`config.mk`:
```
export PLATFORM = sky130hd
export DESIGN_NAME = route_label_crc16_next_hop_core
export DESIGN_NICKNAME = d
export VERILOG_FILES = /design/src/rtl/core/rlc_pkg.sv /design/src/rtl/core/rlc_stage.sv /design/src/rtl/core/route_label_crc16_next_hop_core.sv
export SDC_FILE = /design/constraint.sdc
export NUM_CORES = 2
export LEC_CHECK = 0
export BUFFER_PORTS_ARGS = -buffer_cell sky130_fd_sc_hd__buf_2
export CAP_MARGIN = 15
export CELL_PAD_IN_SITES_DETAIL_PLACEMENT = 2
export CELL_PAD_IN_SITES_GLOBAL_PLACEMENT = 2
export CORE_ASPECT_RATIO = 1.75
export CORE_MARGIN = 3
export CORE_UTILIZATION = 43
export DETAILED_ROUTE_END_ITERATION = 6
export HOLD_SLACK_MARGIN = 0.06
export PLACE_DENSITY_LB_ADDON = 0.15
export SLEW_MARGIN = 25
export SYNTH_ARGS = -nofsm -noshare
export SYNTH_HDL_FRONTEND = slang
export SYNTH_SLANG_ARGS = --single-unit
```
`constraint.sdc`:
```
create_clock -name clk -period 11.6 [get_ports clk]
set_input_delay 1.16 -clock clk [delete_from_list [all_inputs] [get_ports clk]]
set_output_delay 1.16 -clock clk [all_outputs]
set_load 0.02 [all_outputs]
```
`src/rtl/core/rlc_pkg.sv`:
```
// Shared types, constants and the byte-wide CRC step for the route label core.
package rlc_pkg;

  localparam int unsigned LABEL_W   = 160;
  localparam int unsigned CRC_W     = 16;
  localparam int unsigned BYTE_W    = 8;
  localparam int unsigned MSG_BYTES = 18;

  typedef logic [CRC_W-1:0]   crc_t;
  typedef logic [LABEL_W-1:0] label_t;
  typedef logic [BYTE_W-1:0]  byte_t;

  localparam crc_t CRC_INIT   = 16'h0000;
  localparam crc_t POLY_RESET = 16'h8005;

  function automatic crc_t crc_byte(crc_t crc_in, byte_t data, crc_t poly);
    crc_t c;
    logic fb;
    c = crc_in;
    for (int i = BYTE_W - 1; i >= 0; i--) begin
      fb = c[CRC_W-1] ^ data[i];
      c  = {c[CRC_W-2:0], 1'b0};
      if (fb) begin
        c = c ^ poly;
      end
    end
    return c;
  endfunction

endpackage

```
`src/rtl/core/rlc_stage.sv`:
```
// One pipeline stage: fold the leading label byte into the CRC and shift the label.
module rlc_stage
  import rlc_pkg::*;
(
  input  logic   clk,
  input  logic   rst_n,
  input  logic   valid_in,
  input  crc_t   crc_in,
  input  label_t msg_in,
  input  crc_t   poly,
  output logic   valid_out,
  output crc_t   crc_out,
  output label_t msg_out
);

  logic   valid_r;
  crc_t   crc_r;
  crc_t   crc_nxt;
  label_t msg_r;
  label_t msg_nxt;

  assign crc_nxt = crc_byte(crc_in, msg_in[LABEL_W-1 -: BYTE_W], poly);
  assign msg_nxt = {msg_in[LABEL_W-BYTE_W-1:0], {BYTE_W{1'b0}}};

  always_ff @(posedge clk) begin
    if (!rst_n) begin
      valid_r <= 1'b0;
    end else begin
      valid_r <= valid_in;
    end
  end

  always_ff @(posedge clk) begin
    crc_r <= crc_nxt;
    msg_r <= msg_nxt;
  end

  assign valid_out = valid_r;
  assign crc_out   = crc_r;
  assign msg_out   = msg_r;

endmodule

```
`src/rtl/core/route_label_crc16_next_hop_core.sv`:
```
// Top level: 18-stage CRC-16 pipeline that turns a route label into a next-hop port.
//
// One label is taken on every cycle that start is high; busy never rises. Each label
// passes 17 byte stages and an output register, one label byte folded into the CRC per
// stage, and its port number appears on out_next_port with out_valid from the output
// register. The receiver cannot stall; results are never held back. cfg_ready is
// high only while the pipeline holds no label and start is low, so the polynomial
// changes between items.
module route_label_crc16_next_hop_core
  import rlc_pkg::*;
(
  input  logic        clk,
  input  logic        rst_n,
  input  logic        start,
  output logic        busy,
  input  logic [31:0] in_route_top,
  input  logic [63:0] in_route_middle,
  input  logic [63:0] in_route_bottom,
  output logic        out_valid,
  output logic [15:0] out_next_port,
  input  logic        cfg_valid,
  output logic        cfg_ready,
  input  logic [15:0] cfg_data
);

  localparam int unsigned NSTG = MSG_BYTES - 1;

  logic   valid_s [0:NSTG];
  crc_t   crc_s   [0:NSTG];
  label_t msg_s   [0:NSTG];
  logic [NSTG:0] valid_vec;

  crc_t poly_r;
  logic out_valid_r;
  crc_t out_port_r;
  crc_t out_port_nxt;

  assign busy = 1'b0;

  assign valid_s[0] = start;
  assign crc_s[0]   = CRC_INIT;
  assign msg_s[0]   = {in_route_top, in_route_middle, in_route_bottom};

  for (genvar k = 0; k < NSTG; k++) begin : g_stage
    rlc_stage u_stage (
      .clk       (clk),
      .rst_n     (rst_n),
      .valid_in  (valid_s[k]),
      .crc_in    (crc_s[k]),
      .msg_in    (msg_s[k]),
      .poly      (poly_r),
      .valid_out (valid_s[k+1]),
      .crc_out   (crc_s[k+1]),
      .msg_out   (msg_s[k+1])
    );
  end

  for (genvar k = 1; k <= NSTG; k++) begin : g_vld
    assign valid_vec[k] = valid_s[k];
  end
  assign valid_vec[0] = out_valid_r;

  assign cfg_ready = ~start & ~|valid_vec;

  assign out_port_nxt = crc_byte(crc_s[NSTG], msg_s[NSTG][LABEL_W-1 -: BYTE_W], poly_r)
                        ^ msg_s[NSTG][LABEL_W-BYTE_W-1 -: CRC_W];

  always_ff @(posedge clk) begin
    if (!rst_n) begin
      poly_r      <= POLY_RESET;
      out_valid_r <= 1'b0;
    end else begin
      out_valid_r <= valid_s[NSTG];
      if (cfg_valid && cfg_ready) begin
        poly_r <= cfg_data;
      end
    end
  end

  always_ff @(posedge clk) begin
    out_port_r <= out_port_nxt;
  end

  assign out_valid     = out_valid_r;
  assign out_next_port = out_port_r;

  a_latency: assert property (@(posedge clk) disable iff (!rst_n)
    (start && !busy) |-> ##18 out_valid)
    else $error("item did not leave after 18 cycles");

  a_no_phantom: assert property (@(posedge clk) disable iff (!rst_n)
    out_valid |-> $past(start, 18))
    else $error("result without an item");

  a_cfg_idle: assert property (@(posedge clk) disable iff (!rst_n)
    (cfg_valid && cfg_ready) |=> !out_valid)
    else $error("result right after a config write");

  a_item_blocks_cfg: assert property (@(posedge clk) disable iff (!rst_n)
    start |=> !cfg_ready)
    else $error("config open with item in flight");

endmodule

```
==> impl_metrics.csv <==
group,metric,value,unit
detailed_routing,via_per_inst,6.054,
yosys,synth_area,0.08213,mm^2
yosys,yosysTopAreaCell,"dfxtp_1",
global_route,gr-total-overflow,0,
critical_path,start_kind,"flop",
die,core,0.1893,mm^2
critical_path,cp.required,12320,ps
critical_path,critPathMaxFanout,129,
yosys,syn-instance-count,9019,
die,die_w,336.4,um
timing,fin_skew,95.02,ps
timing,final-hold-violation-count,0,
global_route,grt_start_max_net_pins,175,
timing,setup_viol,0,
finish,design.final.nets,9094,
timing,clock.fmax,161.6,MHz
finish,final_cell_mix,"1,802 x dfxtp_1, 1,676 x nand2_1, 1,582 x xnor2_1",
detailed_routing,route.detailed.drc,0,
placement,hpwl,226200,um
finish,final_cell_count_no_fill,11500,
yosys,synth_edf_count,0,
timing,rsz0062_at_grt,"false",
critical_path,path_class,"flop to flop",
clock_tree,hold_buffers,0,
die,ioPinCount,199,
timing,slew_headroom,22.79,%
finish,final_common_cell,"dfxtp_1",
die,fp.dieH,584.1,um
hold_path,min_path_cells,0,
yosys,ys_seq_area_share,44.32,%
critical_path,arrival,6910,ps
placement,pre_cts_ws,5567,ps
clock_tree,cts_buffer_depth,4,
finish,final_cell_area,0.09137,mm^2
global_route,antenna_found_initial,21,
placement,placed_area,0.08560,mm^2
clock_tree,cts_sinks,1818,
clock_tree,clock_latency,880,ps
global_route,grtUsageTotal,37.05,%
critical_path,reg2reg_depth,14,
die,dieArea,0.1965,mm^2
timing,layout_setup_ws,5414,ps
yosys,synth.distinct_cells,87,
yosys,syn_nets,9199,
status,outcome,"finished clean",
yosys,netlist.area_leader.share,44.32,%
timing,worst_pin_slew,1155,ps
detailed_routing,drtAntennaViolNets,0,
timing,fin_crit_sh,53.33,%
clock_tree,clock-root-buffer,"clkbuf_16",
clock_tree,cts_buffers,169,
placement,dp_cells,11190,
detailed_routing,routedWlPerCell,32.23,um
finish,fillCellCount,19970,
clock_tree,cts_max_level,4,
job,drv_cap,0,
yosys,synth_area_leaders,"dfxtp_1 44%, xnor2_1 17%, nand2_1 7.7%, xnor3_1 3.2%, a21oi_1 3.1%",
placement,gp_congestion,0.9035,
detailed_routing,detail_route.iter0.violations,5094,
yosys,postSynthAreaPerCell,9.106,um^2
clock_tree,post-cts-setup-buffers,0,
yosys,synthFlopType,"dfxtp_1",
detailed_routing,drtPass1Iterations,5,
timing,finalMaxSlewViolations,0,
die,initial_core_util,43.39,%
clock_tree,tritoncts,"done",
yosys,yosysWarnings,0,
detailed_routing,routed_wl,370700,um
global_route,grt_pass1_wl,537400,um
hold_path,whs_endpoint,"g_stage[8].u_stage.msg_out[128]",
critical_path,setup.worst_path.end_class,"flop",
clock_tree,clk_pin_slew_worst_paths,70,ps
yosys,ys_async_sr_fraction,0,%
critical_path,r2r_slack,5410,ps
die,rows,211,
yosys,synth-seq-cells,1818,
clock_tree,post_cts_resized,0,
placement,port_buffers,197,
timing,fin_crit,6186,ps
global_route,grt_pass1_vias,76900,
finish,drive_above_1_share,9.683,%
detailed_routing,vias,69630,
finish,synthToLayoutAreaGrowth,11.26,%
hold_path,hold_start,"g_stage[7].u_stage.msg_out[120]",
critical_path,worstReg2RegEnd,"g_stage[14].u_stage.crc_out[12]",
critical_path,r2r_start,"poly_r[15]",
hold_path,worst_hold_path_type,"flop to flop",
timing,tns,0,ps
==> routing by layer <==
layer | GRT usage [%] | up-vias | wire [um]
met2 | 64.18 | 3061 | 181600
li1 | - | 29830 | -
met5 | 0 | - | 80
met4 | 30.60 | 12 | 35730
met3 | 7.105 | 1494 | 23130
met1 | 38.76 | 35240 | 130200
==> cells by family (layout without fill, tap and decap cells) <==
kind of cell / count (synthesis) / after routing / synth area share, %
other: 1 / 18 / 0.004566
flip-flops: 1818 / 1818 / 44.32
AO/OA/AOI/OAI: 1610 / 1610 / 13.00
buffers and inverters: 723 / 740 / 3.532
AND/OR/NAND/NOR: 2832 / 2832 / 14.72
multiplexers: 48 / 48 / 0.5866
XOR/XNOR: 1987 / 1987 / 23.85
==> how the worst max path moves through the flow <==
stage,from,to,slack [ps],cells after the start
5_1_grt,poly_r[14],g_stage[14].u_stage.crc_out[12],5290,15
3_3_place_gp,poly_r[14],g_stage[9].u_stage.crc_out[12],5630,13
4_1_cts,poly_r[15],g_stage[1].u_stage.crc_out[9],5590,15
6_report,poly_r[15],g_stage[14].u_stage.crc_out[12],5410,14
3_5_place_dp,poly_r[15],g_stage[1].u_stage.crc_out[9],5570,15
2_1_floorplan,in_route_top[30],g_stage[0].u_stage.crc_out[1],7170,14
==> through the flow <==
stage | hold WS (ps) | util (%)
detailed placement | 313.2 | 45.22
global placement | 309.5 | 45.18
finish | 285.1 | 48.27
CTS | 276.4 | 48.21
global route | 278.1 | 48.26
floorplan | 309.6 | -
==> cell usage after synthesis (18+ instances only) <==
cell	n
dfxtp_1	1818
nand2_1	1688
xnor2_1	1614
a21oi_1	506
clkbuf_1	496
nor2_1	489
o21ai_0	240
a211oi_1	230
xor2_1	202
o211ai_1	138
nand3_1	129
buf_2	125
xnor3_1	117
nor3_1	100
and2_1	90
and3_1	77
buf_1	64
nor2b_1	59
a31oi_1	51
a221oi_1	48
a311oi_1	47
mux2i_1	47
o221ai_1	47
a32oi_1	38
nand4_1	35
o31ai_1	35
a211o_1	33
inv_1	24
xnor2_2	24
nand2b_1	21
nor4_1	20
a21boi_0	19
a21o_1	19
or3_1	19
a2111oi_0	18
o311a_1	18
or2_2	18
==> final cells by class <==
class,instances,area (um^2),share of cell area (%)
multi-input cells,6478,43250,47.33
inverters,32,126.4,0.1383
clock inverters,69,860.8,0.9421
flip-flops and latches,1818,36460,39.90
clock buffers,224,4800,5.253
diodes,17,42.54,0.04656
well taps,2449,3064,3.354
repair buffers,415,2776,3.039
==> critical path, cell delays in order (launching register included) <==
cell	delay, ps
dfxtp_4	630
buf_12	510
or2_2	620
buf_4	650
o211ai_1	210
and4_1	250
a311oi_1	270
o21ai_1	180
xnor3_1	420
xor2_1	170
o311a_1	410
and2_0	370
xnor2_4	510
nand2_1	230
xnor3_1	460
==> state kept, by name, summed over array words and instances, names as in the netlist <==
signal	cells
g_stage.u_stage.crc_out	272
g_stage.u_stage.valid_out	17
out_next_port	16
out_valid	1
poly_r	16
g_stage.u_stage.msg_out	1496
Power is not shown: default switching activity piles up to over one toggle a cycle in this logic, so the estimate is an artifact.
